File: src/rtl/dbcs_pkg.sv
package dbcs_pkg;

  localparam int unsigned TABLE_DEPTH = 131072;
  localparam int unsigned TABLE_AW    = 17;
  localparam int unsigned WORD_W      = 16;
  localparam int unsigned DBCS_QDEPTH = 2;

  localparam int unsigned CFG_AW = 3;
  localparam int unsigned CFG_DW = 32;
  localparam logic [CFG_AW-1:0] REG_CONVERSION = 3'd0;

  localparam logic [1:0] CONV_BIG5_GBK = 2'd0;
  localparam logic [1:0] CONV_GBK_BIG5 = 2'd1;
  localparam logic [1:0] CONV_BIG5_UNI = 2'd2;
  localparam logic [1:0] CONV_GBK_UNI  = 2'd3;

  localparam logic MODE_TEXT  = 1'b0;
  localparam logic MODE_WRITE = 1'b1;

  localparam logic [7:0] CHAR_QMARK = 8'h3F;
  localparam logic [7:0] CHAR_NUL   = 8'h00;

  localparam logic [1:0] CMD_EMIT   = 2'd0;
  localparam logic [1:0] CMD_LOOKUP = 2'd1;
  localparam logic [1:0] CMD_WRITE  = 2'd2;

  typedef struct packed {
    logic        mode;
    logic [7:0]  byte_in;
    logic [1:0]  table_select;
    logic [6:0]  table_row;
    logic [7:0]  table_col;
    logic [15:0] table_word;
  } in_item_t;

  typedef struct packed {
    logic [7:0] out_byte;
    logic       string_end;
    logic       last;
  } out_item_t;

  // One unit of work handed from the front to the back.
  typedef struct packed {
    logic [1:0]          kind;
    logic [TABLE_AW-1:0] addr;
    logic [WORD_W-1:0]   data;     // emit: {second byte, first byte}
    logic                two;      // two result bytes
    logic                fin_end;  // string_end on the final byte
  } cmd_t;

  function automatic logic is_unicode(input logic [1:0] conv);
    return (conv == CONV_BIG5_UNI) || (conv == CONV_GBK_UNI);
  endfunction

endpackage

File: src/rtl/dbcs_queue.sv
module dbcs_queue #(
  parameter int unsigned DEPTH = dbcs_pkg::DBCS_QDEPTH
) (
  input  logic           clk,
  input  logic           rst_n,
  input  logic           push,
  input  dbcs_pkg::cmd_t push_cmd,
  output logic           full,
  input  logic           pop,
  output logic           q_valid,
  output dbcs_pkg::cmd_t q_cmd
);

  import dbcs_pkg::*;

  localparam int unsigned PW = (DEPTH > 1) ? $clog2(DEPTH) : 1;
  localparam int unsigned CW = $clog2(DEPTH + 1);

  cmd_t          slot_r [DEPTH];
  logic [PW-1:0] wr_ptr_r, wr_ptr_nxt;
  logic [PW-1:0] rd_ptr_r, rd_ptr_nxt;
  logic [CW-1:0] count_r, count_nxt;
  logic          do_pop;

  assign full    = (count_r == CW'(DEPTH));
  assign q_valid = (count_r != '0);
  assign q_cmd   = slot_r[rd_ptr_r];
  assign do_pop  = pop && q_valid;

  always_comb begin
    wr_ptr_nxt = wr_ptr_r;
    rd_ptr_nxt = rd_ptr_r;
    count_nxt  = count_r;
    if (push) begin
      wr_ptr_nxt = (wr_ptr_r == PW'(DEPTH - 1)) ? '0 : wr_ptr_r + 1'b1;
    end
    if (do_pop) begin
      rd_ptr_nxt = (rd_ptr_r == PW'(DEPTH - 1)) ? '0 : rd_ptr_r + 1'b1;
    end
    if (push && !do_pop) begin
      count_nxt = count_r + 1'b1;
    end else if (do_pop && !push) begin
      count_nxt = count_r - 1'b1;
    end
  end

  always_ff @(posedge clk) begin
    if (push) begin
      slot_r[wr_ptr_r] <= push_cmd;
    end
  end

  always_ff @(posedge clk) begin
    if (!rst_n) begin
      wr_ptr_r <= '0;
      rd_ptr_r <= '0;
      count_r  <= '0;
    end else begin
      wr_ptr_r <= wr_ptr_nxt;
      rd_ptr_r <= rd_ptr_nxt;
      count_r  <= count_nxt;
    end
  end

endmodule

File: config.mk
export PLATFORM = sky130hd
export DESIGN_NAME = dbcs_queue
export DESIGN_NICKNAME = d
export VERILOG_FILES = /design/src/rtl/dbcs_pkg.sv /design/src/rtl/dbcs_queue.sv
export SDC_FILE = /design/constraint.sdc
export NUM_CORES = 1
export LEC_CHECK = 0
export BUFFER_PORTS_ARGS = -buffer_cell sky130_fd_sc_hd__buf_2
export CORE_AREA = 5 5 97 76
export CTS_CLUSTER_DIAMETER = 80
export CTS_CLUSTER_SIZE = 8
export DETAILED_ROUTE_END_ITERATION = 10
export DIE_AREA = 0 0 102 81
export PLACE_DENSITY_LB_ADDON = 0.25
export SKIP_LAST_GASP = 1
export SLEW_MARGIN = 20
export SYNTH_ARGS = -nofsm -noshare
export SYNTH_HDL_FRONTEND = slang
export SYNTH_SLANG_ARGS = --single-unit
File: constraint.sdc
create_clock -name clk -period 8.4 [get_ports clk]
set_input_delay 2.1 -clock clk [delete_from_list [all_inputs] [get_ports clk]]
set_output_delay 2.1 -clock clk [all_outputs]
set_load 0.02 [all_outputs]
* Word-level counts from Yosys, hierarchy flattened *
Memory sizes are Yosys's and may differ from the RTL's. A register that Yosys moved wholly into a read port is not among the register bits.
Index checks and enable logic that the tools add are counted.

word-level totals
  bits in registers = 4
  RAM bits = 74
  bits of input ports = 41
  word-level logic and storage cells = 24
  memories kept = 1

operators by class
  $add $sub $neg = 4
  equal/unequal tests = 1
  multiplexer cells = 8
  reductions and logical operators = 7

memory list
  name    words  width  rd ports  clocked after Yosys merged registers in  wr ports  line              source
  slot_r  2      37     1         1                                        1         dbcs_queue.sv:19  cmd_t slot_r [DEPTH];

operators by type and width
  operator                                                             number
  1-bit 2-to-1 mux                                                     6
  2-bit 2-to-1 mux                                                     2
  2-bit nonzero test                                                   2
  1-bit logical AND                                                    3
  1-bit adder (second input constant)                                  2
  2-bit by 1-bit adder with 2-bit output (second input constant)       1
  2-bit equality test (second input constant)                          1
  1-bit logical NOT                                                    2
  2-bit by 1-bit subtractor with 2-bit output (second input constant)  1

* Logic depth before layout (Yosys ltp) *
Gate-level depths: netlist (run 1).

  depth after elaboration = 5
  depth in mapped cells = 5
  mapped depth without buffers = 5

* Least setup slack after synthesis (run 1) *
Ideal clock, no wire load.

  kind = input to register
  start point = input port push
  end point = memory slot_r[0][0] (netlist name), enable pin
  arrival time = 3792 ps
  path slack = 4171 ps
  stages on the path = 1
  buffers on the path = 0
  cells stage by stage = nor2b_1

between the ends
  cells in the longest elaborated chain, start to end = 2

ends and longest elaborated chain
  item                                    line              source
  start: declaration                      dbcs_queue.sv:6   input logic push,
  1-bit 2-to-1 mux                        dbcs_queue.sv:48  if (push) begin
  1-bit 2-to-1 mux (not written as such)  dbcs_queue.sv:49  slot_r[wr_ptr_r] <= push_cmd;
  end: declaration                        dbcs_queue.sv:19

Every way passes these cells.

==> key figures, run 1 <==
STA
  • Period Utilization, post-route: 46.8%
  • RSZ-0062 raised after global routing: no
  • WHS: 0.519 ns
  • Final setup viols: 0
  • Max-slew violations: 0
  • Fmax: 255 MHz
  • Least-Margin Pin Slew: 0.929 ns
  • Final Hold Vio Count: 0
  • Relative slew slack: 38.0%
  • Final setup margin: 4.47 ns
  • TNS Setup: 0 ns
  • Clk_skew: 0.00586 ns
  • Minimum clock period: 3.93 ns

Floorplan
  • Row count: 25
  • Starting density of the core: 46.4%
  • Chip width: 102 um
  • Die area: 8260 um^2
  • Top-Level Pins: 80
  • Die height: 81 um
  • Core area: 6220 um^2

Setup path
  • Critical Path End Type: output port
  • Crit Path Category: reg2out
  • CP required: 6.30 ns
  • WP data arrival: 1.83 ns
  • Max FO, Critical Path: 37
  • CP Launch Type: register
  • Register-to-Register Path Depth: 1
  • Reg2reg setup slack: 6.85 ns
  • R2R Path Start: wr_ptr_r$_SDFFE_PN0P_
  • Reg-to-reg endpoint: slot_r[1][18]$_DFFE_PP_

Outcome
  • Status: finished clean

Route
  • DR vias: 1443
  • Routed wire length: 4.72 mm
  • Post-route ant nets: 0
  • First-pass detailed-route iteration total: 4
  • Wire per inst: 15.2 um
  • 1st-iter DRT viols: 61
  • DR DRC count: 0
  • Vias per inst: 4.65

Logic synthesis
  • Synthesis Warnings: 0
  • Syn Nets: 179
  • Post-Synthesis Cells: 137
  • Post-synthesis simple-gate area fraction: 1.95%
  • Post-Synth Adder-Cell Area: 0.433%
  • Distinct cells, synth: 16
  • Compound-Gate Fraction of Synth Area: 0.867%
  • Largest family of logic cells by synthesized area: multiplexers
  • Multiplexer area fraction after synthesis: 14.4%
  • Synthesized cell area: 2890 um^2
  • Post-synth top area cell: edfxtp_1
  • Post-synth top area share: 77.0%
  • Flops & latches, synth: 79
  • Sequential fraction of the synthesis area: 80.5%
  • Largest cells by area after synthesis: edfxtp_1 (77%), mux2_2 (14%), dfxtp_1 (3.5%)
  • Xor and xnor area share after synthesis: 0.910%
  • Post-synthesis area per instance: 21.1 um^2

Hold path
  • Hold_sp: count_r[1]$_SDFFE_PN0P_
  • Hold Path Depth: 2
  • Worst min path class: reg2reg
  • Hold Path End: count_r[1]$_SDFFE_PN0P_

Global route
  • GRT overflow: 0
  • First-pass GRT wire length: 7.22 mm
  • Initial antenna violation count: 0
  • Vias in the first global route: 1482
  • Pin count of the biggest net entering global routing: 39
  • Gr usage total: 12.3%

Power
  • PD cells: 274 nW/um^2
  • Peak VDD IR: 0.159 mV
  • Cell leakage power: 0.00133 uW

Flow run
  • MaxCap Viol Count: 0

Layout
  • Net total in the final layout: 266
  • Layout cells sized above 1: 59.0%
  • Fin util: 57.0%
  • Synthesis-to-layout area growth: 22.8%
  • Fillers: 488
  • Diodes inserted: 0

Clock network
  • Deepest clock path buffer count: 2
  • CTS Buf Count: 9
  • # Post-CTS Setup Buffers: 0
  • Htree depth: 3
  • # resized after CTS: 0
  • Clock latency on the worst-skew pair: 0.34 ns
  • Clock slew at reported path FFs: 0.07 ns
  • CTS Sinks: 79
  • # hold bufs at CTS: 0
  • Root buf cell: clkbuf_8
  • CTS tree: done

Place
  • Minimum setup slack after placement: 4.79 ns
  • Port Buf Inserts: 79
  • Post-DP HPWL: 2.99 mm
  • Routability Congestion: 0.697
==> worst max-delay path by stage <==
stage | startpoint | end | slack [ns] | depth (start not counted)
floorplan | push | slot_r[0][0]$_DFFE_PP_ | 4.17 | 1
global placement | register | q_cmd[35] | 4.76 | 2
detailed placement | register | q_cmd[35] | 4.79 | 2
CTS | register | q_cmd[35] | 4.40 | 2
global route | register | q_cmd[35] | 4.34 | 2
finish | register | q_cmd[16] | 4.47 | 2
==> synth_stat cells <==
library cell,n
edfxtp_1,74
nor2b_1,3
o21ai_0,1
buf_2,1
mux2_2,37
o21ai_1,1
xnor2_1,2
xor2_1,1
and2_1,4
o21a_1,1
buf_4,3
dfxtp_1,5
ha_1,1
a21boi_1,1
or3_1,1
or2_2,1
==> kinds of logic after synthesis <==
logic type	after synthesis
fa+ha+maj	1
simple gates	9
compound gates	4
buf+inv	4
xor+xnor	3
mux	37
flops	79
==> layout by cell type, fill, tap and decap left out, drive strengths merged <==
cell type,Yosys,routed
buf,4,80
edfxtp,74,74
mux2,37,37
clkbuf,0,10
dfxtp,5,5
and2,4,4
clkinv,0,4
nor2b,3,3
xnor2,2,2
clkinvlp,0,2
o21ai,2,2
or2,1,1
o21a,1,1
xor2,1,1
or3,1,1
a21boi,1,1
ha,1,1
==> where the power goes <==
| group | total, uW | internal (uW) | leakage (uW) | switching [uW] |
|---|---|---|---|---|
| clock network | 230 | 106 | 0.0000797 | 125 |
| registers | 499 | 461 | 0.000736 | 38.2 |
| logic | 242 | 118 | 0.000509 | 125 |
| total | 972 | 684 | 0.00133 | 288 |
==> worst max-delay path, stage by stage, from the launching register on <==
cell and delay, ns:
dfxtp_2 0.89, mux2_2 0.42, buf_2 0.16
==> sequential cells by signal (all words and copies together), names as in the netlist, named ones only <==
register and flops:
slot_r 74, wr_ptr_r 1, count_r 2, rd_ptr_r 1
==> metal layers <==
layer | GRT usage (%) | routed length (um) | part of all wire, % | vias to the layer above
met3 | 6.35 | 453 | 9.6 | 7
li1 | - | - | - | 703
met4 | 5.90 | 53 | 1.1 | 0
met1 | 14.8 | 2110 | 45 | 678
met5 | 0 | 0 | 0 | -
met2 | 18.3 | 2100 | 44 | 55
==> metrics by stage <==
stage	cells	cell area, um^2	power [uW]
4_1_cts	309	3530	986
3_3_place_gp	293	3370	753
2_1_floorplan	137	2890	680
3_5_place_dp	293	3370	753
5_1_grt	310	3550	1030
6_report	310	3550	972
==> layout make-up <==
| class | instances | area, um^2 | share of cell area (%) |
|---|---|---|---|
| clock buffers | 10 | 128 | 3.60 |
| clock inverters | 6 | 37.5 | 1.06 |
| multi-input cells | 54 | 546 | 15.4 |
| flip-flops and latches | 79 | 2320 | 65.5 |
| well taps | 81 | 101 | 2.86 |
| repair buffers | 80 | 410 | 11.6 |
Note: power is estimated with default switching activity, not from simulation.
==> run 2: changes to the inputs <==
Clock period 8.4 ns to 4.1 ns, I/O delays scaled along.
==> key figures, run 2 (same netlist as run 1, synthesis figures left out) <==
Floorplan
  • Chip width: 102 um (unchanged)
  • Die area: 8260 um^2 (unchanged)
  • Core area: 6220 um^2 (unchanged)
  • Top-Level Pins: 80 (unchanged)
  • Row count: 25 (unchanged)
  • Starting density of the core: 46.4% (unchanged)
  • Die height: 81 um (unchanged)

Setup path
  • CP required: 3.07 ns (-3.23 ns)
  • CP Launch Type: register
  • Buf+Inv Stages, Crit Path: 1 (unchanged)
  • R2R Path Start: wr_ptr_r$_SDFFE_PN0P_
  • Reg-to-reg endpoint: slot_r[1][21]$_DFFE_PP_
  • Worst path cell trace: mux2_2, buf_2
  • CP max stage delay: 0.93 ns (+0.04 ns)
  • Crit path to: q_cmd[3]
  • Delay-heaviest family, CP: flip-flops
  • Max FO, Critical Path: 37 (unchanged)
  • Reg2reg setup slack: 2.54 ns (-4.31 ns)
  • Crit-path slowest cell: dfxtp_2
  • Critical Path End Type: output port
  • Critical Path Stages: 2 (unchanged)
  • Crit Path Category: reg2out
  • WP data arrival: 1.86 ns (+0.03 ns)
  • Register-to-Register Path Depth: 1 (unchanged)

Clock network
  • Clock slew at reported path FFs: 0.07 ns (about the same)
  • Root buf cell: clkbuf_8
  • CTS Sinks: 79 (unchanged)
  • Deepest clock path buffer count: 2 (unchanged)
  • CTS tree: done
  • Clock latency on the worst-skew pair: 0.33 ns (about the same)
  • # resized after CTS: 0 (unchanged)
  • # Post-CTS Setup Buffers: 0 (unchanged)
  • Htree depth: 3 (unchanged)
  • CTS Buf Count: 9 (unchanged)
  • # hold bufs at CTS: 0 (unchanged)

Route
  • First-pass detailed-route iteration total: 4 (unchanged)
  • Vias per inst: 4.79 (+3.0%)
  • 1st-iter DRT viols: 44 (-28%)
  • DR vias: 1486 (+3.0%)
  • Wire per inst: 15.6 um (+2.4%)
  • Post-route ant nets: 0 (unchanged)
  • Routed wire length: 4.84 mm (+2.4%)
  • DR DRC count: 0 (unchanged)

Global route
  • First-pass GRT wire length: 7.42 mm (+2.9%)
  • GRT overflow: 0 (unchanged)
  • Vias in the first global route: 1521 (+2.6%)
  • Gr usage total: 12.5% (+0.21 points)
  • Initial antenna violation count: 0 (unchanged)
  • Pin count of the biggest net entering global routing: 39 (unchanged)

STA
  • Relative slew slack: 38.2% (+0.15 points)
  • Max-slew violations: 0 (unchanged)
  • Least-Margin Pin Slew: 0.927 ns (-0.00232 ns)
  • RSZ-0062 raised after global routing: no
  • Fmax: 347 MHz
  • Final setup viols: 0 (unchanged)
  • Final Hold Vio Count: 0 (unchanged)
  • Clk_skew: 0.00409 ns (-0.00178 ns)
  • TNS Setup: 0 ns (unchanged)
  • Period Utilization, post-route: 70.3%
  • Minimum clock period: 2.88 ns

Power
  • PD cells: 562 nW/um^2 (+110%)
  • Peak VDD IR: 0.276 mV (+74%)
  • Final Power: 2000 uW (+110%)
  • Cell leakage power: 0.00133 uW (+0.38%)

Layout
  • Synthesis-to-layout area growth: 23.3%
  • Top flop regs: slot_r (74), count_r (2)
  • Diodes inserted: 0 (unchanged)
  • Most frequent cells in the layout: buf_2 (79), edfxtp_1 (74), mux2_2 (37), clkbuf_8 (9), dfxtp_1 (4)
  • Top reg by flops: slot_r
  • Number of flip-flops in the largest register: 74 (unchanged)
  • Net total in the final layout: 266 (unchanged)
  • Layout cells sized above 1: 59.0% (unchanged)
  • Most common cell after layout, fill and taps aside: buf_2
  • Fillers: 464 (-4.9%)

Outcome
  • Status: finished clean

Place
  • Post-DP HPWL: 3.09 mm (+3.2%)
  • Port Buf Inserts: 79 (unchanged)
  • Routability Congestion: 0.704 (+1.1%)

Flow run
  • MaxCap Viol Count: 0 (unchanged)

Hold path
  • Worst min path class: reg2reg
run 2: changes by cell type in the layout (fill, tap and decap cells not counted):
cell	change
buf_16	+1
buf_8	-1
run 2: stage by stage:
stage	std cells	worst slack (ns)	hold WS [ns]	util (%)	instance area (um^2)
2_1_floorplan	137	0.946	0.474	-	2890
3_3_place_gp	293	1.53	0.505	54.1	3370
3_5_place_dp	293	1.54	0.504	54.1	3370
6_report	310	1.22	0.524	57.2	3560
4_1_cts	309	1.17	0.518	56.7	3530
5_1_grt	310	1.08	0.560	57.2	3560
run 2: worst min path at each step:
stage	cells after the start	to	startpoint
after detailed placement	2	count_r[1]$_SDFFE_PN0P_	count_r[1]$_SDFFE_PN0P_
after global routing	2	count_r[1]$_SDFFE_PN0P_	count_r[1]$_SDFFE_PN0P_
final	2	count_r[1]$_SDFFE_PN0P_	count_r[1]$_SDFFE_PN0P_
after global placement	2	count_r[1]$_SDFFE_PN0P_	count_r[1]$_SDFFE_PN0P_
after floorplan	2	count_r[1]$_SDFFE_PN0P_	count_r[1]$_SDFFE_PN0P_
after CTS	2	count_r[1]$_SDFFE_PN0P_	count_r[1]$_SDFFE_PN0P_
run 2: worst min-delay path: stages (launching register included):
cell and delay [ns]:
dfxtp_1 0.34, o21ai_0 0.08, a21boi_1 0.06
run 2: layout make-up:
type | instances | area [um^2] | share of cell area (%)
Sequential cell | 79 | 2320 | 65.3
Multi-Input combinational cell | 54 | 546 | 15.3
Timing Repair Buffer | 80 | 423 | 11.9
Clock buffer | 10 | 128 | 3.59
Tap cell | 81 | 101 | 2.85
Clock inverter | 6 | 37.5 | 1.05
run 2: metal layers:
metal / wire, um / track usage (%) / vias to the layer above
li1: - / - / 706
met1: 2160 / 15.6 / 710
met3: 449 / 6.87 / 6
met2: 2180 / 18.6 / 64
met5: 0 / 0 / -
met4: 42 / 3.93 / 0
run 2: power by group:
group | internal [uW] | leakage, uW | switching (uW)
Clock | 216 | 0.0000797 | 261
Combinational | 243 | 0.000514 | 255
Sequential | 944 | 0.000736 | 81.1
Total | 1400 | 0.00133 | 597
==> run 3: changes to the inputs <==
Settings changed: ABC_AREA set to 1, CORE_AREA 5 5 97 76 to 5 5 100 78, DIE_AREA 0 0 102 81 to 0 0 105 83.
Clock period 4.1 ns to 2.5 ns, I/O delays scaled along.
==> key figures, run 3 <==
Outcome
  • Status: finished clean

STA
  • Final setup viols: 0 (unchanged)
  • Fmax: 458 MHz
  • WHS: 0.470 ns (-0.0538 ns)
  • Final Hold Vio Count: 0 (unchanged)
  • Max-slew violations: 0 (unchanged)
  • Minimum clock period: 2.19 ns
  • TNS Setup: 0 ns (unchanged)
  • Relative slew slack: 73.8% (+36 points)
  • Period Utilization, post-route: 87.4%
  • Clk_skew: 0.0110 ns (+0.00688 ns)
  • RSZ-0062 raised after global routing: no
  • Least-Margin Pin Slew: 0.393 ns (-0.534 ns)

Clock network
  • CTS Buf Count: 9 (unchanged)
  • Htree depth: 3 (unchanged)
  • CTS tree: done
  • CTS Sinks: 79 (unchanged)
  • # resized after CTS: 0 (unchanged)
  • Deepest clock path buffer count: 2 (unchanged)
  • # Post-CTS Setup Buffers: 0 (unchanged)
  • Clock latency on the worst-skew pair: 0.34 ns (about the same)
  • # hold bufs at CTS: 0 (unchanged)
  • Root buf cell: clkbuf_8
  • Clock slew at reported path FFs: 0.08 ns (about the same)

Hold path
  • Worst min path class: in2reg

Global route
  • Vias in the first global route: 1672 (+9.9%)
  • GRT overflow: 0 (unchanged)
  • Initial antenna violation count: 0 (unchanged)
  • Pin count of the biggest net entering global routing: 23 (-41%)
  • First-pass GRT wire length: 8.22 mm (+11%)
  • Gr usage total: 12.2% (-0.30 points)

Floorplan
  • Top-Level Pins: 80 (unchanged)
  • Core area: 6700 um^2 (+7.7%)
  • Row count: 26 (+4.0%)
  • Starting density of the core: 45.6% (-0.74 points)
  • Chip width: 105 um (+2.9%)
  • Die area: 8720 um^2 (+5.5%)
  • Die height: 83 um (+2.5%)

Logic synthesis
  • Post-synthesis area per instance: 20.3 um^2 (-3.9%)
  • Sequential fraction of the synthesis area: 75.9% (-4.5 points)
  • Post-Synthesis Cells: 151 (+10%)
  • Distinct cells, synth: 15 (-1)
  • Synthesized cell area: 3060 um^2 (+5.9%)
  • Post-synth top area cell: edfxtp_1
  • Flops & latches, synth: 79 (unchanged)
  • Syn Nets: 193 (+7.8%)
  • Largest cells by area after synthesis: edfxtp_1 (73%), mux2_4 (15%), dfxtp_1 (3.3%)
  • Synthesis Warnings: 0 (unchanged)
  • Async set-or-reset flop fraction in the synthesized netlist: 0% (unchanged)
  • Top cells by count, synth: edfxtp_1 (74), mux2_4 (30), nand2_1 (9), inv_1 (8), nor2_1 (8)
  • Post-synth top area share: 72.7% (-4.3 points)
  • Top_reg_cell synth: edfxtp_1
  • EDFF count, synth: 74 (unchanged)
  • Count leader, synth: edfxtp_1

Route
  • Wire per inst: 15.4 um (-1.5%)
  • 1st-iter DRT viols: 28 (-36%)
  • Routed wire length: 5.10 mm (+5.4%)
  • First-pass detailed-route iteration total: 4 (unchanged)
  • DR vias: 1567 (+5.5%)
  • Vias per inst: 4.72 (-1.5%)
  • Post-route ant nets: 0 (unchanged)
  • DR DRC count: 0 (unchanged)

Layout
  • Net total in the final layout: 285 (+7.1%)
  • Fin util: 56.0% (-1.2 points)
  • Top flop regs: slot_r (74), count_r (2)
  • Most frequent cells in the layout: buf_2 (79), edfxtp_1 (74), mux2_4 (30), nand2_1 (9), clkbuf_8 (9)
  • Diodes inserted: 0 (unchanged)
  • Synthesis-to-layout area growth: 22.7%
  • Non-Filler Instances: 332 (+7.1%)
  • Design area: 3750 um^2 (+5.5%)
  • Top reg by flops: slot_r
  • Layout cells sized above 1: 56.0% (-2.9 points)
  • Number of flip-flops in the largest register: 74 (unchanged)
  • Most common cell after layout, fill and taps aside: buf_2

Setup path
  • WP data arrival: 1.56 ns (-0.30 ns)
  • Critical Path End Type: output port
  • CP required: 1.88 ns (-1.19 ns)
  • Max FO, Critical Path: 22 (-41%)
  • Crit Path Category: reg2out
  • CP Launch Type: register

Place
  • Port Buf Inserts: 79 (unchanged)
  • Routability Congestion: 0.726 (+3.1%)
  • Dpl cell area: 3540 um^2 (+5.2%)
  • Placed cells: 316 (+7.8%)
  • Post-DP HPWL: 3.68 mm (+19%)

Power
  • Peak VDD IR: 0.348 mV (+26%)
  • PD cells: 813 nW/um^2 (+45%)
  • Cell leakage power: 0.00152 uW (+14%)

Flow run
  • MaxCap Viol Count: 0 (unchanged)
## run 3: worst max-delay path: stages (launching register included)
cell,delay (ns)
dfxtp_2,0.33
buf_4,0.35
mux2_2,0.38
buf_2,0.16
## run 3: cells by family after synthesis
group | after synthesis | share of synthesized area (%)
buffers and inverters | 12 | 3.31
AOI/OAI and AO/OA | 3 | 0.573
muxes | 37 | 17.3
and+or+nand+nor | 19 | 2.45
adders and majority gates | 1 | 0.409
DFF | 79 | 75.9
## run 3: final cells by class
| class | instances | area [um^2] |
|---|---|---|
| Inverter | 8 | 30.0 |
| Multi-Input combinational cell | 60 | 642 |
| Clock buffer | 10 | 128 |
| Sequential cell | 79 | 2320 |
| Clock inverter | 6 | 85.1 |
| Tap cell | 84 | 105 |
| Fill cell | 555 | 2950 |
| Timing Repair Buffer | 85 | 440 |
## run 3: metrics by stage
stage / setup WS, ns / power, uW
5_1_grt: 0.217 / 3180
3_5_place_dp: 0.657 / 2110
2_1_floorplan: 0.478 / 1970
3_3_place_gp: 0.660 / 2100
4_1_cts: 0.262 / 3100
6_report: 0.315 / 3050
## run 3: path summary, 6_finish.rpt
| path | start | cells past startpoint | to | slack, ns |
|---|---|---|---|---|
| setup / recovery | register | 3 | q_cmd[17] | 0.31 |
| hold / removal | push_cmd[31] | 1 | slot_r[0][31]$_DFFE_PP_ | 0.47 |
| setup reg to reg | count_r[0]$_SDFFE_PN0P_ | 8 | count_r[1]$_SDFFE_PN0P_ | 1.20 |
| hold reg to reg | rd_ptr_r$_SDFFE_PN0P_ | 2 | rd_ptr_r$_SDFFE_PN0P_ | 0.51 |
## run 3: power by group
group          switching [uW]  total (uW)  internal [uW]
registers                23.3        1550           1530
logic                     283         512            229
clock network             427         986            559
## run 3: per-layer routing
| layer | up-vias | GRT usage (%) | routed length, um |
|---|---|---|---|
| li1 | 751 | - | - |
| met1 | 765 | 14.4 | 2110 |
| met2 | 44 | 19.3 | 2580 |
| met3 | 7 | 6.59 | 357 |
| met4 | 0 | 3.48 | 55 |
| met5 | - | 0 | 0 |
