[src/rtl/dbcs_pkg.sv]
package dbcs_pkg;

  localparam int unsigned TABLE_DEPTH = 131072;
  localparam int unsigned TABLE_AW    = 17;
  localparam int unsigned WORD_W      = 16;
  localparam int unsigned DBCS_QDEPTH = 2;

  localparam int unsigned CFG_AW = 3;
  localparam int unsigned CFG_DW = 32;
  localparam logic [CFG_AW-1:0] REG_CONVERSION = 3'd0;

  localparam logic [1:0] CONV_BIG5_GBK = 2'd0;
  localparam logic [1:0] CONV_GBK_BIG5 = 2'd1;
  localparam logic [1:0] CONV_BIG5_UNI = 2'd2;
  localparam logic [1:0] CONV_GBK_UNI  = 2'd3;

  localparam logic MODE_TEXT  = 1'b0;
  localparam logic MODE_WRITE = 1'b1;

  localparam logic [7:0] CHAR_QMARK = 8'h3F;
  localparam logic [7:0] CHAR_NUL   = 8'h00;

  localparam logic [1:0] CMD_EMIT   = 2'd0;
  localparam logic [1:0] CMD_LOOKUP = 2'd1;
  localparam logic [1:0] CMD_WRITE  = 2'd2;

  typedef struct packed {
    logic        mode;
    logic [7:0]  byte_in;
    logic [1:0]  table_select;
    logic [6:0]  table_row;
    logic [7:0]  table_col;
    logic [15:0] table_word;
  } in_item_t;

  typedef struct packed {
    logic [7:0] out_byte;
    logic       string_end;
    logic       last;
  } out_item_t;

  // One unit of work handed from the front to the back.
  typedef struct packed {
    logic [1:0]          kind;
    logic [TABLE_AW-1:0] addr;
    logic [WORD_W-1:0]   data;     // emit: {second byte, first byte}
    logic                two;      // two result bytes
    logic                fin_end;  // string_end on the final byte
  } cmd_t;

  function automatic logic is_unicode(input logic [1:0] conv);
    return (conv == CONV_BIG5_UNI) || (conv == CONV_GBK_UNI);
  endfunction

endpackage

[src/rtl/dbcs_front.sv]
module dbcs_front (
  input  logic              clk,
  input  logic              rst_n,
  input  logic [1:0]        conversion,
  input  logic              in_valid,
  output logic              in_stall,
  input  dbcs_pkg::in_item_t in_data,
  input  logic              hold,
  input  logic              q_full,
  output logic              push,
  output dbcs_pkg::cmd_t    push_cmd
);

  import dbcs_pkg::*;

  logic       lead_pending_r, lead_pending_nxt;
  logic [6:0] lead_byte_r, lead_byte_nxt;
  logic       accept;
  logic       want_push;
  logic       uni;
  logic [7:0] b;

  assign in_stall = hold || q_full;
  assign accept   = in_valid && !in_stall;
  assign uni      = is_unicode(conversion);
  assign b        = in_data.byte_in;

  always_comb begin
    lead_pending_nxt = lead_pending_r;
    lead_byte_nxt    = lead_byte_r;
    want_push        = 1'b1;
    push_cmd.kind    = CMD_EMIT;
    push_cmd.addr    = {in_data.table_select, in_data.table_row, in_data.table_col};
    push_cmd.data    = in_data.table_word;
    push_cmd.two     = 1'b0;
    push_cmd.fin_end = 1'b0;
    if (in_data.mode == MODE_WRITE) begin
      push_cmd.kind = CMD_WRITE;
    end else if (lead_pending_r) begin
      lead_pending_nxt = 1'b0;
      push_cmd.two     = 1'b1;
      if (b == CHAR_NUL) begin
        push_cmd.data    = {CHAR_NUL, CHAR_QMARK};
        push_cmd.fin_end = 1'b1;
      end else begin
        push_cmd.kind = CMD_LOOKUP;
        push_cmd.addr = {conversion, lead_byte_r, b};
      end
    end else if (b == CHAR_NUL) begin
      push_cmd.data    = {CHAR_NUL, CHAR_NUL};
      push_cmd.two     = uni;
      push_cmd.fin_end = 1'b1;
    end else if (!b[7]) begin
      push_cmd.data = {CHAR_NUL, b};
      push_cmd.two  = uni;
    end else begin
      // lead byte: held until the next text byte
      want_push        = 1'b0;
      lead_pending_nxt = 1'b1;
      lead_byte_nxt    = b[6:0];
    end
  end

  assign push = accept && want_push;

  always_ff @(posedge clk) begin
    if (!rst_n) begin
      lead_pending_r <= 1'b0;
      lead_byte_r    <= '0;
    end else if (accept) begin
      lead_pending_r <= lead_pending_nxt;
      lead_byte_r    <= lead_byte_nxt;
    end
  end

endmodule

[config.mk]
export PLATFORM = sky130hd
export DESIGN_NAME = dbcs_front
export DESIGN_NICKNAME = d
export VERILOG_FILES = /design/src/rtl/dbcs_pkg.sv /design/src/rtl/dbcs_front.sv
export SDC_FILE = /design/constraint.sdc
export NUM_CORES = 1
export LEC_CHECK = 0
export ABC_AREA = 1
export ABC_CLOCK_PERIOD_IN_PS = 1200
export BUFFER_PORTS_ARGS = -buffer_cell sky130_fd_sc_hd__buf_2
export CORE_ASPECT_RATIO = 0.7
export CORE_MARGIN = 2
export CORE_UTILIZATION = 36
export DETAILED_ROUTE_END_ITERATION = 10
export PLACE_DENSITY = 0.81
export SLEW_MARGIN = 15
export SYNTH_ARGS = -nofsm -noshare
export SYNTH_HDL_FRONTEND = slang
export SYNTH_SLANG_ARGS = --single-unit
[constraint.sdc]
create_clock -name clk -period 1.2 [get_ports clk]
set_input_delay 0.06 -clock clk [delete_from_list [all_inputs] [get_ports clk]]
set_output_delay 0.06 -clock clk [all_outputs]
set_load 0.01 [all_outputs]
* After elaboration in Yosys (flattened, before gate mapping)
Index checks and enable logic that the tools add are counted.
Word-level totals: register bits after elaboration 8, output and inout port bits 39
Operators by class: eq/ne operators 2, muxes and demuxes 16, bitwise gates (word level) 3, reductions and logical operators 8
Operators by type and width (count):
- 2-to-1 mux 18 bit | 2
- 2-to-1 mux 35 bit | 1
- 2-to-1 mux 17 bit | 2
- 2-to-1 mux 19 bit | 1
- 2-to-1 mux 16 bit | 1
- zero test 8 bit | 1
- 2-to-1 mux 1 bit | 8
- AND reduction 5 bit | 1
- equality test 2 bit (second input constant) | 2
- inverter 1 bit | 3
- logical AND 1 bit | 2
- logical OR 1 bit | 2
- 2-to-1 mux 2 bit | 1
- AND reduction 2 bit | 1
- zero test 1 bit | 1

* Longest topological paths before layout
Gate-level depths: netlist of run 1.
depth after elaboration 6, mapped depth 7

* Least setup slack after synthesis of run 1
No wires, ideal clock.
kind register to register, from register lead_pending_r, to register lead_byte_r[0], arrival 0.932 ns, required time 1.084 ns, setup slack 0.152 ns, stages on the path, launching flop included 7, cells stage by stage dfxtp_1 -> inv_1 -> nand3_1 -> nor2_4 -> inv_2 -> nor2_1 -> nor2_1
On the way: longest elaborated chain between the ends 2
RTL lines:
- start, declared | line dbcs_front.sv:16 | logic lead_pending_r, lead_pending_nxt;
- start signal, assigned | line dbcs_front.sv:71 | lead_pending_r <= lead_pending_nxt;
- inverter 1 bit (no source line)
- AND reduction 5 bit (no source line)
- end signal, assigned | line dbcs_front.sv:72 | lead_byte_r <= lead_byte_nxt;
- end, declared | line dbcs_front.sv:17 | logic [6:0] lead_byte_r, lead_byte_nxt;
Every way passes these cells. A chain may end at the register's enable or synchronous reset.

==> results.sh, run 1 <==
export IMPL_status="finished with violations"
export IMPL_violations="negative setup slack"
export IMPL_synth_top_family_by_area="simple AND/OR/NAND/NOR gates"
export IMPL_io_pins=88
export IMPL_slew_violations=0
export IMPL_diodes=0
export IMPL_worst_clock_skew_ns=0.00331
export IMPL_ctsRootBufferMaster="clkbuf_4"
export IMPL_hold_class="in -> reg"
export IMPL_ir_drop_mv=0.632
export IMPL_hold_violations=0
export IMPL_route_detailed_wl_per_inst_um=15.0
export IMPL_grt_ovfl_total=0
export IMPL_core_um2=2220
export IMPL_synth_area_per_cell_um2=5.51
export IMPL_setup_viol=42
export IMPL_synth_compound_area_share_pct=23.3
export IMPL_postCtsHoldBufs=0
export IMPL_grt_start_max_net_pins=12
export IMPL_max_freq_mhz=731
export IMPL_gp_congestion=0.842
export IMPL_clk_latency_ns=0.26
export IMPL_syn_nets=209
export IMPL_grt_pass1_vias=1335
export IMPL_fin_util_pct=82.7
export IMPL_maxCapViolCount=0
export IMPL_numClockSinks=8
export IMPL_syn_inst=160
export IMPL_antenna_found_initial=0
export IMPL_stdcell_count=299
export IMPL_synthAdderAreaFrac_pct=0
export IMPL_num_vias=1551
export IMPL_layout_min_cycle_time_ns=1.37
export IMPL_cts_buffer_depth=2
export IMPL_max_slew_worst_pin_slew_ns=0.364
export IMPL_ant_nets=0
export IMPL_critPathLaunchType="register"
export IMPL_grt_pass1_wl_um=5820
export IMPL_cellLeakagePower_nw=0.941
export IMPL_yosys_area_share_xor_xnor_pct=0
export IMPL_drive_gt1_share_pct=63.7
export IMPL_powerDensity_nw_per_um2=553
export IMPL_nets=318
export IMPL_ys_seq_area_share_pct=18.2
export IMPL_vias_per_cell=5.19
export IMPL_firstDrtPassIters=4
export IMPL_die_y_um=45.4
export IMPL_syn_area_um2=881
export IMPL_syn_to_final_growth_pct=109
export IMPL_ys_seq_elements=8
export IMPL_die_x_um=63.1
export IMPL_synth_cell_type_count=21
export IMPL_grt_usage_pct=26.1
export IMPL_hpwl_um=2460
export IMPL_whs_ns=0.105
export IMPL_cts_tree="done"
export IMPL_worstPathRequired_ns=1.14
export IMPL_port_buffers=87
export IMPL_synth_simple_area_share_pct=46.4
export IMPL_yosys_warnings=0
export IMPL_fp_row_count=14
export IMPL_relSlewSlack_pct=75.5
export IMPL_dieArea_um2=2860
export IMPL_cp_end_kind="output port"
export IMPL_htree_num_levels=1
export IMPL_setup_ws_ns=-0.167
export IMPL_crit_arrival_ns=1.31
export IMPL_drt_iter0_drc=51
export IMPL_worstSetupPathType="reg -> out"
export IMPL_place_inst=281
export IMPL_rsz0062_at_grt="true"
export IMPL_cts_buffers=3
export IMPL_crit_fanout=5
export IMPL_synth_mux_area_share_pct=0
export IMPL_finalCritPeriodShare_pct=114
export IMPL_wl_um=4490
export IMPL_drc=0
export IMPL_fill_cells=146
export IMPL_clk_pin_slew_ns=0.06
export IMPL_start_util_pct=39.6
-- cell usage in the layout, fill, tap and decap left out, types with 2 or more instances in the layout --
cell	Yosys	routed
clkbuf_4	0	3
o21ai_0	14	11
nand2_1	56	43
nand3_1	10	5
buf_4	2	9
nand2_4	1	2
o21ai_2	1	3
buf_2	1	85
a21boi_1	0	3
a21oi_2	0	6
inv_1	12	9
a21boi_2	1	7
dfxtp_1	8	7
nor2_2	2	3
nor2_4	1	10
nand2_2	0	12
nand3_2	1	4
nor2_1	26	17
buf_12	0	2
buf_6	3	11
nand3_4	0	4
-- worst max-delay path, stage by stage (launching register included) --
cell and delay (ns):
dfxtp_4 0.41, o21ai_4 0.13, nor2_4 0.21, nand2_1 0.09, nand2_1 0.06, buf_2 0.13
-- synth_stat cells, drive strengths merged --
cell,number,area [um^2]
a21boi,10,78.8
o21ai,15,78.8
nand2,57,221
clkbuf,1,3.75
dfxtp,8,160
nand4,1,6.26
nand3,11,60.1
nor2,29,121
buf,6,53.8
o31ai,1,7.51
a21oi,8,40.0
inv,13,48.8
-- final timing paths --
| check | start | endpoint | slack, ns | cells after the start |
|---|---|---|---|---|
| min reg2reg | lead_byte_r[2] | lead_byte_r[2] | 0.52 | 2 |
| min | rst_n | lead_byte_r[1] | 0.10 | 3 |
| max reg2reg | lead_pending_r | lead_byte_r[4] | -0.16 | 7 |
| max | lead_pending_r | push_cmd[28] | -0.17 | 5 |
-- layer usage --
metal	wire (um)	part of all wire, %	global-route usage [%]	vias up
met5	0	0	0	-
met3	537	12	9.16	18
li1	-	-	-	734
met4	159	3.5	4.89	0
met2	2140	48	46.0	115
met1	1650	37	31.8	684
-- power breakdown --
group / leakage (nW) / switching [W] / internal [W]
Combinational: 0.862 / 0.000286 / 0.000240
Clock: 0.0138 / 0.000100 / 0.000115
Sequential: 0.0655 / 0.00000570 / 0.000270
Total: 0.941 / 0.000392 / 0.000625
-- what timing repair did --
action | CTS | global route
setup endpoints to repair | 42 | 44
gates cloned | 3 | 2
buffers inserted | 8 | 2
pin swaps | 12 | 15
gates resized for setup | 51 | 45
-- metrics by stage --
| step | setup TNS, ns | power, W | cell area [um^2] | setup slack (ns) |
|---|---|---|---|---|
| finish | -4.49 | 0.00102 | 1840 | -0.167 |
| global route | -6.59 | 0.00107 | 1840 | -0.213 |
| CTS | -2.31 | 0.000944 | 1660 | -0.0891 |
| detailed placement | -1.32 | 0.000659 | 1370 | -0.0969 |
| global placement | -0.255 | 0.000655 | 1370 | -0.0244 |
| floorplan | 0 | 0.000467 | 881 | 0.152 |
-- state kept, by name, summed over array words and instances (netlist names) --
signal / count
lead_byte_r: 7
lead_pending_r: 1
-- layout make-up --
class,instances,area (um^2),share of cell area (%)
clock buffer,3,22.5,1.22
multi-input combinational,135,881,47.9
tap,32,40.0,2.18
sequential,8,164,8.91
timing repair buffer,108,672,36.5
inverter,13,60.1,3.27
-- cell families (layout without fill, tap and decap cells) --
| group | after synthesis | count (layout) |
|---|---|---|
| AND/OR/NAND/NOR | 98 | 101 |
| buffers and inverters | 20 | 124 |
| AO/OA/AOI/OAI | 34 | 34 |
| flip-flops | 8 | 8 |
Power figures use the tool's default switching activity.
==> run 2, diff against run 1 <==
--- a/config.mk
+++ b/config.mk
@@ -7,12 +7,11 @@
 export LEC_CHECK = 0
 export ABC_AREA = 1
 export ABC_CLOCK_PERIOD_IN_PS = 1200
-export BUFFER_PORTS_ARGS = -buffer_cell sky130_fd_sc_hd__buf_2
 export CORE_ASPECT_RATIO = 0.7
 export CORE_MARGIN = 2
-export CORE_UTILIZATION = 36
+export CORE_UTILIZATION = 45
 export DETAILED_ROUTE_END_ITERATION = 10
-export PLACE_DENSITY = 0.81
+export DONT_BUFFER_PORTS = 1
 export SLEW_MARGIN = 15
 export SYNTH_ARGS = -nofsm -noshare
 export SYNTH_HDL_FRONTEND = slang
==> run 2 against run 1 <==
Compared with the run above: the run still ends with negative setup slack left; power shrank 22%; register-to-register slack improved by 0.22 ns; count of clock-buffer cells in the layout stayed put; critical path type unchanged; largest cell class unchanged; largest power group unchanged; highest routed layer unchanged.
==> results.sh, run 2 (same netlist as run 1, synthesis figures left out) <==
export IMPL_whs_ns=0.0305
export IMPL_grt_ovfl_total=0
export IMPL_rsz0062_at_grt="true"
export IMPL_violations="negative setup slack"
export IMPL_reg2reg_to="lead_byte_r[1]"
export IMPL_clk_latency_ns=0.26
export IMPL_placed_cell_area_um2=896
export IMPL_hold_violations=0
export IMPL_worstPathRequired_ns=1.14
export IMPL_grt_pass1_vias=915
export IMPL_antenna_found_initial=0
export IMPL_htree_num_levels=1
export IMPL_setup_tns_ns=-0.512
export IMPL_numClockSinks=8
export IMPL_cts_buffer_depth=2
export IMPL_top_register="lead_byte_r"
export IMPL_max_freq_mhz=801
export IMPL_nets=227
export IMPL_cp_end_kind="output port"
export IMPL_maxCapViolCount=0
export IMPL_reg2reg_from="lead_pending_r"
export IMPL_whs_path_depth=2
export IMPL_clk_pin_slew_ns=0.05
export IMPL_critPathLaunchType="register"
export IMPL_slew_violations=0
export IMPL_reg2reg_setup_slack_ns=0.06
export IMPL_ctsRootBufferMaster="clkbuf_4"
export IMPL_wl_um=3200
export IMPL_final_cell_area_um2=1220
export IMPL_power_switching_w=0.000295
export IMPL_worstSetupPathType="reg -> out"
export IMPL_core_um2=1850
export IMPL_fp_row_count=13
export IMPL_sw_frac_of_total_pct=37.2
export IMPL_grt_pass1_wl_um=4260
export IMPL_clkPwrFrac_pct=27.0
export IMPL_top_regs="lead_byte_r (7), lead_pending_r (1)"
export IMPL_port_buffers=0
export IMPL_ant_nets=0
export IMPL_grt_start_max_net_pins=12
export IMPL_grt_usage_pct=24.7
export IMPL_p_int_w=0.000498
export IMPL_route_detailed_wl_per_inst_um=16.2
export IMPL_drc=0
export IMPL_crit_arrival_ns=1.19
export IMPL_power_frac_comb_pct=38.5
export IMPL_whs_endpoint="lead_pending_r"
export IMPL_start_util_pct=47.5
export IMPL_ir_drop_mv=0.543
export IMPL_diodes=0
export IMPL_vias_per_cell=5.84
export IMPL_seqPwrFrac_pct=34.5
export IMPL_cts_tree="done"
export IMPL_final_cell_mix="nand2_1, nor2_1, o21ai_0"
export IMPL_firstDrtPassIters=4
export IMPL_max_slew_worst_pin_slew_ns=0.381
export IMPL_num_vias=1157
export IMPL_setup_ws_ns=-0.0478
export IMPL_gp_congestion=0.799
export IMPL_die_y_um=41.0
export IMPL_hold_start="in_data[41]"
export IMPL_hpwl_um=1980
export IMPL_layout_cells_most_common="nand2_1"
export IMPL_status="finished with violations"
export IMPL_layout_min_cycle_time_ns=1.25
export IMPL_dieArea_um2=2330
export IMPL_drt_iter0_drc=36
export IMPL_largest_reg_flops=7
export IMPL_finalCritPeriodShare_pct=104
export IMPL_syn_to_final_growth_pct=38.9
export IMPL_hold_class="in -> reg"
export IMPL_crit_fanout=9
export IMPL_r2r_cells=6
export IMPL_cellLeakagePower_nw=0.552
export IMPL_relSlewSlack_pct=74.5
export IMPL_worst_clock_skew_ns=0.000726
export IMPL_io_pins=88
export IMPL_powerDensity_nw_per_um2=647
export IMPL_cts_buffers=3
export IMPL_setup_viol=21
export IMPL_die_x_um=56.9
export IMPL_drive_gt1_share_pct=23.9
export IMPL_power_w=0.000792
## run 2: worst max-delay path by stage
stage	from	endpoint	slack, ns	cells past startpoint
3_3_place_gp	lead_pending_r	lead_byte_r[6]	0.03	6
2_1_floorplan	lead_pending_r	lead_byte_r[0]	0.15	6
3_5_place_dp	lead_pending_r	push_cmd[13]	-0.003	3
5_1_grt	lead_pending_r	push_cmd[6]	-0.1	4
6_report	lead_pending_r	push_cmd[15]	-0.05	3
4_1_cts	lead_pending_r	push_cmd[32]	-0.03	4
## run 2: final cells by class
class | count | area [um^2]
multi-input combinational | 135 | 808
fill | 177 | 631
sequential | 8 | 164
timing repair buffer | 17 | 153
inverter | 13 | 48.8
tap | 22 | 27.5
clock buffer | 3 | 22.5
## run 2: worst max-delay path: stages, from the launching register on
cell and delay [ns]:
dfxtp_4 0.36, inv_2 0.13, a21oi_4 0.11, a21boi_1 0.33
## run 2: power by group through the flow
stage                     Combinational, W  Clock, W  Sequential (W)
after floorplan                   0.000188         0        0.000280
after global placement            0.000202         0        0.000280
after detailed placement          0.000204         0        0.000280
after CTS                         0.000289  0.000220        0.000275
after global routing              0.000330  0.000242        0.000274
final                             0.000305  0.000214        0.000273
## run 2: per-layer routing
layer	global-route usage [%]	wire length (um)	up-vias
met1	32.0	1360	536
met4	7.56	25	0
met2	39.4	1480	66
met3	8.52	335	5
met5	0	0	-
li1	-	-	550
## run 2: timing repair
item,CTS,global route
buffers inserted,0,2
cloned,2,2
hold buffers,8,0
hold endpoints to repair,8,0
resized for setup,39,7
pin swaps,2,2
setup endpoints to repair,39,41
## run 2: per-stage QoR
| stage | setup slack [ns] | instances | utilization, % |
|---|---|---|---|
| final | -0.0478 | 198 | 66.0 |
| after global routing | -0.0959 | 198 | 66.0 |
| after CTS | -0.0318 | 194 | 62.8 |
| after detailed placement | -0.00274 | 181 | 48.3 |
| after global placement | 0.0302 | 181 | 48.3 |
| after floorplan | 0.152 | 160 | - |
==> run 3, diff against run 2 <==
--- a/config.mk
+++ b/config.mk
@@ -5,11 +5,11 @@
 export SDC_FILE = /design/constraint.sdc
 export NUM_CORES = 1
 export LEC_CHECK = 0
-export ABC_AREA = 1
+export ABC_AREA = 0
 export ABC_CLOCK_PERIOD_IN_PS = 1200
 export CORE_ASPECT_RATIO = 0.7
 export CORE_MARGIN = 2
-export CORE_UTILIZATION = 45
+export CORE_UTILIZATION = 30
 export DETAILED_ROUTE_END_ITERATION = 10
 export DONT_BUFFER_PORTS = 1
 export SLEW_MARGIN = 15
==> run 3 against run 2 <==
Compared with the run above: the run still ends with negative setup slack left; clock skew about the same; global-route usage decreased by 4.5 points; synthesized cell count decreased by 31%; sequential share of layout area decreased by 3.2 points; sequential cell count unchanged; maximum frequency decreased by 16%; register-to-register slack got worse by 0.18 ns; cell count decreased by 14%.
==> results.sh, run 3 <==
export IMPL_clk_latency_ns=0.23
export IMPL_synth_area_per_cell_um2=7.87
export IMPL_hpwl_um=2280
export IMPL_synth_top_cell_area_share_pct=18.5
export IMPL_top_register="lead_byte_r"
export IMPL_grt_pass1_wl_um=5130
export IMPL_top_regs="lead_byte_r (7), lead_pending_r (1)"
export IMPL_drc=0
export IMPL_powerDensity_nw_per_um2=622
export IMPL_critPathBufInv=1
export IMPL_core_um2=2760
export IMPL_die_x_um=68.2
export IMPL_hold_class="in -> reg"
export IMPL_placed_cell_area_um2=1060
export IMPL_htree_num_levels=1
export IMPL_clk_pin_slew_ns=0.04
export IMPL_start_util_pct=31.3
export IMPL_reg2reg_setup_slack_ns=-0.12
export IMPL_whs_ns=0.0756
export IMPL_io_pins=88
export IMPL_critical_path_top_delay_family="simple AND/OR/NAND/NOR gates"
export IMPL_async_flop_share_pct=0
export IMPL_numClockSinks=8
export IMPL_syn_inst=110
export IMPL_ys_seq_area_share_pct=18.5
export IMPL_die_y_um=48.9
export IMPL_max_freq_mhz=675
export IMPL_grt_pass1_vias=1002
export IMPL_firstDrtPassIters=4
export IMPL_crit_arrival_ns=1.42
export IMPL_relSlewSlack_pct=57.3
export IMPL_worst_clock_skew_ns=0.000355
export IMPL_maxCapViolCount=0
export IMPL_grt_usage_pct=20.2
export IMPL_slew_violations=0
export IMPL_cts_tree="done"
export IMPL_yosys_warnings=0
export IMPL_port_buffers=0
export IMPL_status="finished with violations"
export IMPL_vias_per_cell=6.19
export IMPL_nets=186
export IMPL_synth_edf_count=0
export IMPL_final_cell_area_um2=1610
export IMPL_ctsRootBufferMaster="clkbuf_8"
export IMPL_syn_to_final_growth_pct=85.8
export IMPL_largest_reg_flops=7
export IMPL_antenna_found_initial=0
export IMPL_cts_buffers=3
export IMPL_synth_top_area_cell="dfxtp_1"
export IMPL_layout_min_cycle_time_ns=1.48
export IMPL_ys_seq_elements=8
export IMPL_power_w=0.00100
export IMPL_crit_fanout=13
export IMPL_synth_ff_type="dfxtp_1"
export IMPL_rsz0062_at_grt="true"
export IMPL_num_vias=1059
export IMPL_grt_ovfl_total=0
export IMPL_yosysMostFrequentCell="a21boi_0"
export IMPL_synth_area_top_cells="dfxtp_1, a21boi_0, mux2_2"
export IMPL_cts_buffer_depth=2
export IMPL_setup_ws_ns=-0.282
export IMPL_max_slew_worst_pin_slew_ns=0.640
export IMPL_synth_cell_type_count=27
export IMPL_dieArea_um2=3340
export IMPL_cellLeakagePower_nw=0.628
export IMPL_cp_cell_sequence="or4_4, o31ai_4, buf_12, mux2_2"
export IMPL_route_detailed_wl_per_inst_um=22.1
export IMPL_slowest_delay_ns=0.56
export IMPL_fin_util_pct=58.2
export IMPL_grt_start_max_net_pins=14
export IMPL_syn_area_um2=866
export IMPL_gp_congestion=0.765
export IMPL_finalCritPeriodShare_pct=124
export IMPL_worstSetupPathType="in -> out"
export IMPL_wl_um=3780
export IMPL_final_cell_mix="buf_6, buf_4, a21boi_4"
export IMPL_fp_row_count=16
export IMPL_cp_end_kind="output port"
export IMPL_drive_gt1_share_pct=61.5
export IMPL_worstPathRequired_ns=1.14
export IMPL_setup_viol=43
export IMPL_violations="negative setup slack"
export IMPL_syn_nets=159
export IMPL_ir_drop_mv=0.498
export IMPL_ant_nets=0
export IMPL_synthTopCellsByCount="a21boi_0, o21ai_0, inv_1"
export IMPL_critPathLaunchType="input port"
export IMPL_hold_violations=0
export IMPL_diodes=0
export IMPL_drt_iter0_drc=34
export IMPL_critPathSlowestCell="or4_4"
[run 3: cell types whose count changed in the layout (fill, tap and decap cells not counted), sizes merged, moves of 3 or more]
cell	change
inv	-4
a22o	+8
a31oi	+6
a21boi	+7
o21ai	-3
o22ai	+6
a21oi	-7
nand2	-56
buf	+15
nor2	-27
mux2	+9
nand3	-6
[run 3: worst reg2reg max path, cell delays in order (launching register included)]
cell and delay [ns]:
dfxtp_4 0.35, buf_4 0.14, buf_12 0.12, nor3b_4 0.21, buf_4 0.15, buf_6 0.10, nand3_1 0.08, a21boi_1 0.12
[run 3: layer usage]
layer  GRT usage [%]  part of all wire [%]
met3            7.85                   8.2
met5               0                     0
met1            26.6                    43
met2            29.0                    47
met4            8.33                   1.3
[run 3: final cells by class]
class                      count  area, um^2
multi-input combinational     83         977
timing repair buffer          32         348
sequential                     8         164
inverter                       9        33.8
tap                           36        45.0
fill                         224        1150
clock buffer                   3        41.3
[run 3: final timing paths]
| kind | startpoint | cells after the start | to |
|---|---|---|---|
| hold / removal | in_data[41] | 2 | lead_pending_r |
| setup reg to reg | lead_pending_r | 7 | lead_byte_r[5] |
| hold reg to reg | lead_byte_r[5] | 2 | lead_byte_r[5] |
| setup / recovery | in_data[37] | 4 | push_cmd[30] |
[run 3: metrics by stage]
stage | setup TNS, ns | cells | worst slack (ns)
2_1_floorplan | -5.25 | 110 | -0.323
3_3_place_gp | -4.94 | 150 | -0.236
3_5_place_dp | -5.23 | 150 | -0.239
4_1_cts | -5.60 | 163 | -0.253
5_1_grt | -8.00 | 171 | -0.298
6_report | -6.52 | 171 | -0.282
[run 3: cell families (layout without fill, tap and decap cells)]
family                 after synthesis  count (layout)  synth area share (%)
AO/OA/AOI/OAI                       52              52                  42.6
buffers and inverters               19              44                  11.3
flip-flops                           8               8                  18.5
multiplexers                         9               9                  12.6
AND/OR/NAND/NOR                     22              22                  15.0
[run 3: timing repair]
| action | in CTS | in global routing |
|---|---|---|
| gates cloned | 2 | 1 |
| setup endpoints to repair | 43 | 43 |
| pin swaps | 10 | 19 |
| setup buffers | 2 | 6 |
| endpoints found under the hold margin | 8 | 2 |
| hold buffers | 6 | 2 |
| gates resized for setup | 45 | 39 |
[run 3: where the power goes]
group	total, W	internal (W)	switching, W
combinational	0.000405	0.000212	0.000193
clock	0.000325	0.000217	0.000108
sequential	0.000272	0.000269	0.00000250
